===== config.mk =====
export PLATFORM = sky130hd
export DESIGN_NAME = button_toggle_long_press_blink
export DESIGN_NICKNAME = d
export VERILOG_FILES = /design/src/rtl/core/btlp_pkg.sv /design/src/rtl/core/btlp_cfg_regs.sv /design/src/rtl/core/btlp_step.sv /design/src/rtl/core/button_toggle_long_press_blink.sv
export SDC_FILE = /design/constraint.sdc
export NUM_CORES = 1
export LEC_CHECK = 0
export CAP_MARGIN = 20
export CORE_AREA = 3 3 142 144
export CTS_CLUSTER_DIAMETER = 150
export DETAILED_ROUTE_END_ITERATION = 8
export DIE_AREA = 0 0 145 147
export DONT_BUFFER_PORTS = 1
export HOLD_SLACK_MARGIN = 0.12
export PLACE_DENSITY_LB_ADDON = 0.2
export SYNTH_ARGS = -nofsm -noshare
export SYNTH_HDL_FRONTEND = slang
export SYNTH_SLANG_ARGS = --single-unit
export TNS_END_PERCENT = 100

===== constraint.sdc =====
create_clock -name clk -period 4.8 [get_ports clk]
set_clock_uncertainty 0.15 [all_clocks]
set_input_delay 0.48 -clock clk [delete_from_list [all_inputs] [get_ports clk]]
set_output_delay 0.48 -clock clk [all_outputs]
set_load 0.03 [all_outputs]

===== src/rtl/core/btlp_pkg.sv =====
package btlp_pkg;

  localparam int unsigned CFG_W     = 16;
  localparam int unsigned CFG_IDX_W = 2;
  localparam int unsigned MODE_W    = 2;

  localparam logic [CFG_W-1:0] DEBOUNCE_RST = 16'd50;
  localparam logic [CFG_W-1:0] LONG_RST     = 16'd5000;
  localparam logic [CFG_W-1:0] BLINK_RST    = 16'd1000;

  // register indexes on the config port
  localparam logic [CFG_IDX_W-1:0] REG_DEBOUNCE = 2'd0;
  localparam logic [CFG_IDX_W-1:0] REG_LONG     = 2'd1;
  localparam logic [CFG_IDX_W-1:0] REG_BLINK    = 2'd2;

  // mode codes as seen on the result word
  localparam logic [MODE_W-1:0] MODE_CODE_NORMAL = 2'd0;
  localparam logic [MODE_W-1:0] MODE_CODE_BLINK  = 2'd1;
  localparam logic [MODE_W-1:0] MODE_CODE_WAIT   = 2'd2;

  typedef enum logic [2:0] {
    MODE_NORMAL = 3'b001,
    MODE_BLINK  = 3'b010,
    MODE_WAIT   = 3'b100
  } mode_t;

  typedef struct packed {
    logic [CFG_W-1:0] debounce_ticks;
    logic [CFG_W-1:0] long_press_ticks;
    logic [CFG_W-1:0] blink_ticks;
  } cfg_t;

  function automatic logic [MODE_W-1:0] mode_code(input mode_t m);
    logic [MODE_W-1:0] c;
    unique case (m)
      MODE_BLINK: c = MODE_CODE_BLINK;
      MODE_WAIT:  c = MODE_CODE_WAIT;
      default:    c = MODE_CODE_NORMAL;
    endcase
    return c;
  endfunction

endpackage


===== src/rtl/core/btlp_cfg_regs.sv =====
module btlp_cfg_regs
  import btlp_pkg::*;
(
  input  logic                 clk,
  input  logic                 rst_n,
  input  logic                 wr_en,
  input  logic [CFG_IDX_W-1:0] wr_index,
  input  logic [CFG_W-1:0]     wr_data,
  output cfg_t                 cfg
);

  cfg_t cfg_r;

  always_ff @(posedge clk) begin
    if (!rst_n) begin
      cfg_r.debounce_ticks   <= DEBOUNCE_RST;
      cfg_r.long_press_ticks <= LONG_RST;
      cfg_r.blink_ticks      <= BLINK_RST;
    end else if (wr_en) begin
      unique case (wr_index)
        REG_DEBOUNCE: cfg_r.debounce_ticks   <= wr_data;
        REG_LONG:     cfg_r.long_press_ticks <= wr_data;
        REG_BLINK:    cfg_r.blink_ticks      <= wr_data;
        default:      ;
      endcase
    end
  end

  assign cfg = cfg_r;

endmodule


===== src/rtl/core/btlp_step.sv =====
module btlp_step
  import btlp_pkg::*;
#(
  parameter int unsigned COUNT_WIDTH = 16
) (
  input  logic                   lvl,
  input  cfg_t                   cfg,
  input  mode_t                  mode,
  input  logic                   last_raw,
  input  logic                   deb,
  input  logic                   led,
  input  logic [COUNT_WIDTH-1:0] stable_cnt,
  input  logic [COUNT_WIDTH-1:0] blink_cnt,
  input  logic                   prev_lvl,
  output mode_t                  mode_nxt,
  output logic                   last_raw_nxt,
  output logic                   deb_nxt,
  output logic                   led_nxt,
  output logic [COUNT_WIDTH-1:0] stable_cnt_nxt,
  output logic [COUNT_WIDTH-1:0] blink_cnt_nxt,
  output logic                   prev_lvl_nxt
);

  localparam int unsigned CMP_W = (COUNT_WIDTH > CFG_W) ? COUNT_WIDTH : CFG_W;
  localparam logic [COUNT_WIDTH-1:0] CNT_MAX = '1;

  logic [COUNT_WIDTH-1:0] sc_new;
  logic [COUNT_WIDTH-1:0] bc_inc;
  logic                   deb_new;
  logic                   led_new;
  logic                   over_debounce;
  logic                   over_long;
  logic                   blink_hit;
  logic                   entry_hit;

  always_comb begin
    if (lvl != last_raw) begin
      sc_new = '0;
    end else if (stable_cnt == CNT_MAX) begin
      sc_new = CNT_MAX;
    end else begin
      sc_new = stable_cnt + 1'b1;
    end
    over_debounce = CMP_W'(sc_new) > CMP_W'(cfg.debounce_ticks);
    over_long     = CMP_W'(sc_new) > CMP_W'(cfg.long_press_ticks);
    // accepted press toggles the LED
    deb_new = deb;
    led_new = led;
    if (over_debounce && (lvl != deb)) begin
      deb_new = lvl;
      if (lvl) led_new = ~led;
    end
    bc_inc    = (blink_cnt == CNT_MAX) ? CNT_MAX : blink_cnt + 1'b1;
    blink_hit = CMP_W'(bc_inc) >= CMP_W'(cfg.blink_ticks);
    // on entry the counter starts saturated, so it stays at max
    entry_hit = CMP_W'(CNT_MAX) >= CMP_W'(cfg.blink_ticks);
  end

  always_comb begin
    mode_nxt       = mode;
    last_raw_nxt   = last_raw;
    deb_nxt        = deb;
    led_nxt        = led;
    stable_cnt_nxt = stable_cnt;
    blink_cnt_nxt  = blink_cnt;
    prev_lvl_nxt   = prev_lvl;
    unique case (mode)
      MODE_BLINK: begin
        prev_lvl_nxt = lvl;
        if (lvl && !prev_lvl) begin
          led_nxt        = 1'b1;
          stable_cnt_nxt = '0;
          mode_nxt       = MODE_WAIT;
        end else if (blink_hit) begin
          led_nxt       = ~led;
          blink_cnt_nxt = '0;
        end else begin
          blink_cnt_nxt = bc_inc;
        end
      end
      MODE_WAIT: begin
        if (!lvl) mode_nxt = MODE_NORMAL;
      end
      default: begin
        mode_nxt       = MODE_NORMAL;
        last_raw_nxt   = lvl;
        stable_cnt_nxt = sc_new;
        deb_nxt        = deb_new;
        led_nxt        = led_new;
        if (lvl && deb_new && over_long) begin
          mode_nxt     = MODE_BLINK;
          prev_lvl_nxt = lvl;
          if (entry_hit) begin
            led_nxt       = ~led_new;
            blink_cnt_nxt = '0;
          end else begin
            blink_cnt_nxt = CNT_MAX;
          end
        end
      end
    endcase
  end

endmodule


===== src/rtl/core/button_toggle_long_press_blink.sv =====
// Debounced button LED toggle with long-press blink mode.
// Input channel: one word per millisecond tick, in_button_level is the raw
// sample. Accepted when in_valid is high and in_stall is low.
// Result channel: one word per input word, out_led_on and out_mode
// (0 normal, 1 blinking, 2 waiting for release). Taken when out_valid is
// high and out_stall is low.
// Config channel: cfg_index selects debounce, long-press or blink period;
// cfg_ready is always high, indexes beyond the list are dropped.
// The result of a word sits in the output register on the cycle after
// acceptance. The block takes one word per cycle while in_stall is low;
// the state update feeding the output register is combinational.
// A stalled result holds; in_stall rises only while a result is held, so
// the block takes a new word in the same cycle the old result leaves.
// Reset (synchronous, rst_n low) loads the default periods, normal mode, LED
// lit, and empties the output register.
module button_toggle_long_press_blink
  import btlp_pkg::*;
#(
  parameter int unsigned COUNT_WIDTH = 16
) (
  input  logic                 clk,
  input  logic                 rst_n,
  input  logic                 in_valid,
  output logic                 in_stall,
  input  logic                 in_button_level,
  output logic                 out_valid,
  input  logic                 out_stall,
  output logic                 out_led_on,
  output logic [MODE_W-1:0]    out_mode,
  input  logic                 cfg_valid,
  output logic                 cfg_ready,
  input  logic [CFG_IDX_W-1:0] cfg_index,
  input  logic [CFG_W-1:0]     cfg_data
);

  cfg_t cfg;

  mode_t                  mode_r, mode_nxt;
  logic                   last_raw_r, last_raw_nxt;
  logic                   deb_r, deb_nxt;
  logic                   led_r, led_nxt;
  logic [COUNT_WIDTH-1:0] stable_cnt_r, stable_cnt_nxt;
  logic [COUNT_WIDTH-1:0] blink_cnt_r, blink_cnt_nxt;
  logic                   prev_lvl_r, prev_lvl_nxt;

  logic                   out_valid_r;
  logic                   out_led_r;
  logic [MODE_W-1:0]      out_mode_r;
  logic                   in_take;

  assign cfg_ready = 1'b1;
  assign in_stall  = out_valid_r && out_stall;
  assign in_take   = in_valid && !in_stall;

  btlp_cfg_regs u_cfg (
    .clk      (clk),
    .rst_n    (rst_n),
    .wr_en    (cfg_valid && cfg_ready),
    .wr_index (cfg_index),
    .wr_data  (cfg_data),
    .cfg      (cfg)
  );

  btlp_step #(.COUNT_WIDTH(COUNT_WIDTH)) u_step (
    .lvl            (in_button_level),
    .cfg            (cfg),
    .mode           (mode_r),
    .last_raw       (last_raw_r),
    .deb            (deb_r),
    .led            (led_r),
    .stable_cnt     (stable_cnt_r),
    .blink_cnt      (blink_cnt_r),
    .prev_lvl       (prev_lvl_r),
    .mode_nxt       (mode_nxt),
    .last_raw_nxt   (last_raw_nxt),
    .deb_nxt        (deb_nxt),
    .led_nxt        (led_nxt),
    .stable_cnt_nxt (stable_cnt_nxt),
    .blink_cnt_nxt  (blink_cnt_nxt),
    .prev_lvl_nxt   (prev_lvl_nxt)
  );

  always_ff @(posedge clk) begin
    if (!rst_n) begin
      mode_r       <= MODE_NORMAL;
      last_raw_r   <= 1'b0;
      deb_r        <= 1'b0;
      led_r        <= 1'b1;
      stable_cnt_r <= '0;
      blink_cnt_r  <= '1;
    end else if (in_take) begin
      mode_r       <= mode_nxt;
      last_raw_r   <= last_raw_nxt;
      deb_r        <= deb_nxt;
      led_r        <= led_nxt;
      stable_cnt_r <= stable_cnt_nxt;
      blink_cnt_r  <= blink_cnt_nxt;
    end
  end

  // only read in blink mode, always written on entry
  always_ff @(posedge clk) begin
    if (in_take) prev_lvl_r <= prev_lvl_nxt;
  end

  always_ff @(posedge clk) begin
    if (!rst_n) begin
      out_valid_r <= 1'b0;
    end else if (in_take) begin
      out_valid_r <= 1'b1;
    end else if (!out_stall) begin
      out_valid_r <= 1'b0;
    end
  end

  always_ff @(posedge clk) begin
    if (in_take) begin
      out_led_r  <= led_nxt;
      out_mode_r <= mode_code(mode_nxt);
    end
  end

  assign out_valid  = out_valid_r;
  assign out_led_on = out_led_r;
  assign out_mode   = out_mode_r;

endmodule


==> flow_summary.json, run 1 <==
{
  "status": "complete, no violations",
  "finalSetupTns_ns": 0,
  "min_from": "cfg_data[9]",
  "internal_power_mw": 1.29,
  "synthArstFlopShare_pct": 0,
  "cts.htree.levels": 3,
  "ir_drop_v": 0.000174,
  "fin_crit_ns": 4.37,
  "die_w_um": 145,
  "crit_family": "compound AO/OA/AOI/OAI gates",
  "required_ns": 4.75,
  "crit_path_max_incr_delay_ns": 0.53,
  "clk_pin_slew_worst_paths_ns": 0.07,
  "mappedNetlistArea_um2": 5290,
  "cts_root_buffer": "clkbuf_16",
  "arrival_ns": 4.32,
  "grt_first_pass_wirelength_mm": 24.3,
  "power.switching_mw": 0.427,
  "path_buf_inv": 0,
  "syn_to_final_growth_pct": 15.8,
  "synth-edff-count": 4,
  "fmax_mhz": 229,
  "worstSetupPathType": "reg -> reg",
  "gr-usage-all-layers_pct": 14.1,
  "post-route-drc-count": 0,
  "critPathCaptureType": "register",
  "initial_core_util_pct": 28.1,
  "whs_ns": 0.124,
  "p_leak_nw": 2.39,
  "worstMarginPinSlew_ns": 0.778,
  "hold_viol": 0,
  "cts_made_buffers": 9,
  "reg2reg_depth": 13,
  "gr-total-overflow": 0,
  "core_area_um2": 18800,
  "ant_nets": 0,
  "finalSetupViolations": 0,
  "dieArea_um2": 21300,
  "pwr-share-clk_pct": 46.0,
  "power_density_nw_per_um2": 281,
  "yosys_register_bits": 91,
  "die_height_um": 147,
  "reg2reg_slack_ns": 0.43,
  "grt_max_degree": 70,
  "max_cap_viol_count": 0,
  "route.vias.total": 4662,
  "holdPathStages": 2,
  "hpwl_mm": 10.8,
  "avgSynthCellArea_um2": 7.98,
  "ys_seq_area_share_pct": 35.2,
  "diodes": 0,
  "yosysWarnings": 0,
  "cts_tree": "yes",
  "post-route-period-util_pct": 91.1,
  "hp-class": "in -> reg",
  "grt_pass1_vias": 4588,
  "worstSkewPairLatency_ns": 0.35,
  "num_io_pins": 30,
  "postSynthCellCount": 663,
  "comb_power_share_pct": 8.0,
  "crit_chain": "ha_1 -> nand3_1 -> nand4bb_2 -> a21oi_1 -> ha_1 -> a21oi_1 -> a21boi_0 -> o31a_1 -> a311oi_1 -> a211oi_2 -> or4b_4 -> a21bo_1 -> a31o_1",
  "numPortBuffers": 0,
  "drive_above_1_share_pct": 6.59,
  "cp_max_fo": 14,
  "drt_first_pass_iters": 5,
  "drt-wirelength-per-cell_um": 15.6,
  "drt_iter0_drc": 370,
  "slowest_stage": "or4b_4",
  "antenna_found_initial": 0,
  "rows": 50,
  "cts.path.max_buffers": 2,
  "rr_endpoint": "out_led_on",
  "hold_end": "u_cfg.cfg[9]",
  "pwr-share-seq_pct": 46.0,
  "p_sw_share_pct": 24.9,
  "gp_congestion": 0.817,
  "cts_num_sinks": 91,
  "drt_wl_total_mm": 14.7,
  "viasPerCell": 4.94,
  "syn-num-nets": 735,
  "final_util_pct": 32.5,
  "synth_top_flop_cell": "dfxtp_1",
  "rsz0062_at_grt": "false",
  "cp-start-kind": "register",
  "r2r_start": "stable_cnt_r[0]",
  "final_nets": 750,
  "max_slew_margin_pct": 48.1,
  "report.final.slew_viol_count": 0,
  "crit_start": "stable_cnt_r[0]",
  "synth_cell_types": 63
}
## kinds of logic after synthesis
family,count (synthesis),share of synthesized area [%]
buffers and inverters,85,6.25
other,1,0.0709
muxes,6,1.18
adders and majority gates,50,11.8
xor gates and xnor gates,19,3.29
AOI/OAI and AO/OA,164,20.6
DFF,91,35.2
and+or+nand+nor,247,21.7
## flip-flops by register name, summed over array words and instances, names as in the netlist
signal,cells
u_cfg.cfg,48
prev_lvl_r,1
last_raw_r,1
mode_r,3
out_mode,2
led_r,1
deb_r,1
blink_cnt_r,16
stable_cnt_r,16
out_led_on,1
out_valid,1
## worst max-delay path by stage
stage                 endpoint  slack (ns)  cells after the start
4_1_cts         blink_cnt_r[8]        0.32                     14
3_5_place_dp    blink_cnt_r[8]        0.34                     14
2_1_floorplan  blink_cnt_r[10]        1.00                     17
5_1_grt             out_led_on        0.12                     15
6_report            out_led_on        0.43                     13
3_3_place_gp        out_led_on        0.45                     13
## stage by stage
step	setup WS (ns)	instances	total power [mW]	cell area (um2)
3_3_place_gp	0.446	906	0.921	5580
6_report	0.429	943	1.72	6120
3_5_place_dp	0.336	907	0.925	5590
4_1_cts	0.316	943	1.74	6110
5_1_grt	0.118	943	1.79	6120
2_1_floorplan	1.00	663	0.895	5290
## layer usage
layer  vias to the layer above  GRT usage (%)  wire [um]
li1                       2358              -          -
met1                      2211           18.5       7040
met2                        77           23.6       6900
met3                        16           3.18        526
met4                         0           3.66        276
met5                         -              0          0
## power by group through the flow
stage | Clock, mW | Combinational [mW] | Sequential [mW]
floorplan | 0 | 0.0903 | 0.804
global placement | 0 | 0.114 | 0.807
finish | 0.790 | 0.138 | 0.790
global route | 0.843 | 0.156 | 0.791
CTS | 0.812 | 0.139 | 0.790
detailed placement | 0 | 0.117 | 0.808
## timing repair
item                       in CTS  in global routing
gates resized for setup         0                  2
buffers inserted                0                  0
hold buffers                   20                  0
hold endpoints to repair       48                  0
setup endpoints to repair       0                 16
## cells in the mapped netlist (9+ instances only)
library cell,number,share of area [%]
inv_1,57,4.0
a21oi_1,60,5.7
clkbuf_1,22,1.6
nand4_1,11,1.3
nand2_1,123,8.7
o211ai_1,19,2.7
xor2_1,9,1.5
dfxtp_1,87,33
xnor2_1,9,1.5
a22oi_1,15,2.1
ha_1,48,11
nor2_1,47,3.3
a221o_1,15,2.8
o21ai_0,19,1.8
nand3_1,18,1.7
## area by class of cell
class	count	area [um2]
timing repair buffer	30	279
tap	260	325
fill	2008	12700
clock buffer	10	229
multi-input combinational	487	3110
sequential	91	1860
inverter	59	221
clock inverter	6	95.1
## layout by cell type, fill, tap and decap left out, types with 3 or more instances in the layout
cell type	count
a21o_1	6
a211oi_1	4
a21oi_1	60
clkbuf_16	9
xnor2_1	9
ha_1	48
o21ai_0	19
a31oi_1	3
o21a_1	3
dlygate4sd3_1	20
mux2i_1	4
o211ai_1	19
a22oi_1	15
xor2_1	9
dfxtp_1	87
nor3_1	4
nand2b_1	3
nand4_1	11
nor2b_1	4
and3_1	7
and2_1	3
edfxtp_1	4
and4_1	7
buf_4	9
nor2_1	47
nand2_1	123
nand3_1	18
or2_2	3
inv_1	57
a221o_1	15
inv_6	3
(Power assumes the default switching activity.)
==> run 2, diff against run 1 <==
- CELL_PAD_IN_SITES_DETAIL_PLACEMENT: not set -> 1
- CELL_PAD_IN_SITES_GLOBAL_PLACEMENT: not set -> 1
==> flow_summary.json, run 2 (same netlist as run 1, synthesis figures left out) <==
{
  "status": "complete, no violations",
  "clk_pin_slew_worst_paths_ns": 0.07,
  "grt_max_degree": 70,
  "cts_made_buffers": 9,
  "gr-usage-all-layers_pct": 15.9,
  "p_leak_nw": 2.39,
  "ir_drop_v": 0.000164,
  "drt-wirelength-per-cell_um": 17.6,
  "drt_iter0_drc": 193,
  "ant_nets": 0,
  "cts_num_sinks": 91,
  "post-route-period-util_pct": 92.0,
  "cp-start-kind": "register",
  "finalSetupTns_ns": 0,
  "cp_max_fo": 15,
  "die_height_um": 147,
  "rows": 50,
  "max_cap_viol_count": 0,
  "viasPerCell": 5.03,
  "pwr-share-seq_pct": 47.2,
  "r2r_start": "stable_cnt_r[0]",
  "comb_power_share_pct": 8.4,
  "cts_setup_buffers": 0,
  "holdPathStages": 2,
  "grt_first_pass_wirelength_mm": 27.1,
  "antenna_found_initial": 1,
  "fin_crit_ns": 4.42,
  "min_from": "cfg_data[5]",
  "rsz0062_at_grt": "false",
  "report.final.slew_viol_count": 0,
  "fmax_mhz": 226,
  "worstSetupPathType": "reg -> reg",
  "drt_wl_total_mm": 16.6,
  "rr_endpoint": "blink_cnt_r[8]",
  "largest_register_ffs": 48,
  "reg2reg_depth": 16,
  "numPortBuffers": 0,
  "initial_core_util_pct": 28.1,
  "cts_tree": "yes",
  "final_nets": 752,
  "worstMarginPinSlew_ns": 0.821,
  "die_w_um": 145,
  "arrival_ns": 4.55,
  "hp-class": "in -> reg",
  "layout_common_cells": "nand2_1 (123), dfxtp_1 (87), a21oi_1 (60)",
  "internal_power_mw": 1.24,
  "fillers": 2252,
  "cts.path.max_buffers": 2,
  "cts.htree.levels": 3,
  "pwr-share-clk_pct": 44.5,
  "whs_ns": 0.133,
  "final_util_pct": 32.5,
  "hold_viol": 0,
  "critPathCaptureType": "register",
  "finalSetupViolations": 0,
  "multiInputGateArea_um2": 3110,
  "final_common_cell": "nand2_1",
  "drive_above_1_share_pct": 7.01,
  "syn_to_final_growth_pct": 15.6,
  "cts_root_buffer": "clkbuf_16",
  "grt_pass1_vias": 4892,
  "route.vias.total": 4754,
  "worstSkewPairLatency_ns": 0.36,
  "gr-total-overflow": 0,
  "hold_end": "u_cfg.cfg[5]",
  "p_sw_share_pct": 26.0,
  "core_area_um2": 18800,
  "dieArea_um2": 21300,
  "regArea_um2": 1860,
  "power_density_nw_per_um2": 274,
  "max_slew_margin_pct": 45.2,
  "required_ns": 4.94,
  "num_io_pins": 30,
  "gp_congestion": 0.805,
  "power.switching_mw": 0.435,
  "reg2reg_slack_ns": 0.38,
  "hpwl_mm": 12.3,
  "drt_first_pass_iters": 4,
  "post-route-drc-count": 0
}
run 2: changes by cell type in the layout (fill, tap and decap cells not counted), moves of 2 or more:
cell / previous run / this run
buf_4: 9 / 13
bufinv_16: 2 / 0
clkbuf_8: 0 / 2
inv_6: 3 / 1
run 2: timing repair:
action / 4_1_cts / 5_1_grt
resized for setup: 0 / 1
endpoints found under the hold margin: 44 / 0
hold buffers: 19 / 0
endpoints found under the setup margin: 0 / 14
run 2: critical path: stages (launching register included):
cell and delay (ns):
dfxtp_1 0.41, ha_1 0.22, nand3_1 0.10, nor2_1 0.25, and3_1 0.27, a31oi_1 0.11
a211oi_1 0.43, buf_4 0.22, ha_1 0.22, nand4_1 0.15, inv_1 0.07, a221oi_1 0.44
o211ai_1 0.28, a31o_2 0.28, a31o_2 0.28, nand2_2 0.26, a221o_1 0.20
run 2: power groups by stage:
stage	registers [mW]	clock network (mW)	logic (mW)
5_1_grt	0.792	0.805	0.157
3_5_place_dp	0.808	0	0.121
4_1_cts	0.791	0.773	0.142
2_1_floorplan	0.804	0	0.0903
3_3_place_gp	0.808	0	0.118
6_report	0.790	0.745	0.140
run 2: worst max path at each step:
stage | startpoint | to | cells past startpoint | slack, ns
4_1_cts | stable_cnt_r[0] | blink_cnt_r[8] | 14 | 0.24
3_5_place_dp | stable_cnt_r[0] | blink_cnt_r[8] | 14 | 0.28
6_report | stable_cnt_r[0] | blink_cnt_r[8] | 16 | 0.38
2_1_floorplan | blink_cnt_r[0] | blink_cnt_r[10] | 17 | 1.00
3_3_place_gp | stable_cnt_r[0] | blink_cnt_r[10] | 14 | 0.41
5_1_grt | stable_cnt_r[0] | blink_cnt_r[8] | 14 | 0.05
run 2: final cells by class:
class	instances	area share, %
Multi-Input combinational cell	487	50.8
Sequential cell	91	30.5
Tap cell	260	5.32
Timing Repair Buffer	32	4.71
Clock buffer	12	4.54
Inverter	59	3.62
Clock inverter	4	0.491
Antenna cell	1	0.0409
run 2: through the flow:
step	area (um2)	setup slack, ns	cells	power (mW)
final	6110	0.385	946	1.68
after global routing	6110	0.0522	946	1.75
after CTS	6100	0.238	945	1.70
after detailed placement	5610	0.283	910	0.929
after global placement	5610	0.406	910	0.925
after floorplan	5290	1.00	663	0.895
run 2: metal layers:
| metal | vias up | GRT usage [%] | part of all wire (%) |
|---|---|---|---|
| met5 | - | 0 | 0 |
| met4 | 0 | 5.27 | 2.1 |
| met3 | 22 | 3.18 | 2.3 |
| met2 | 61 | 27.8 | 48 |
| met1 | 2305 | 19.7 | 48 |
| li1 | 2366 | - | - |
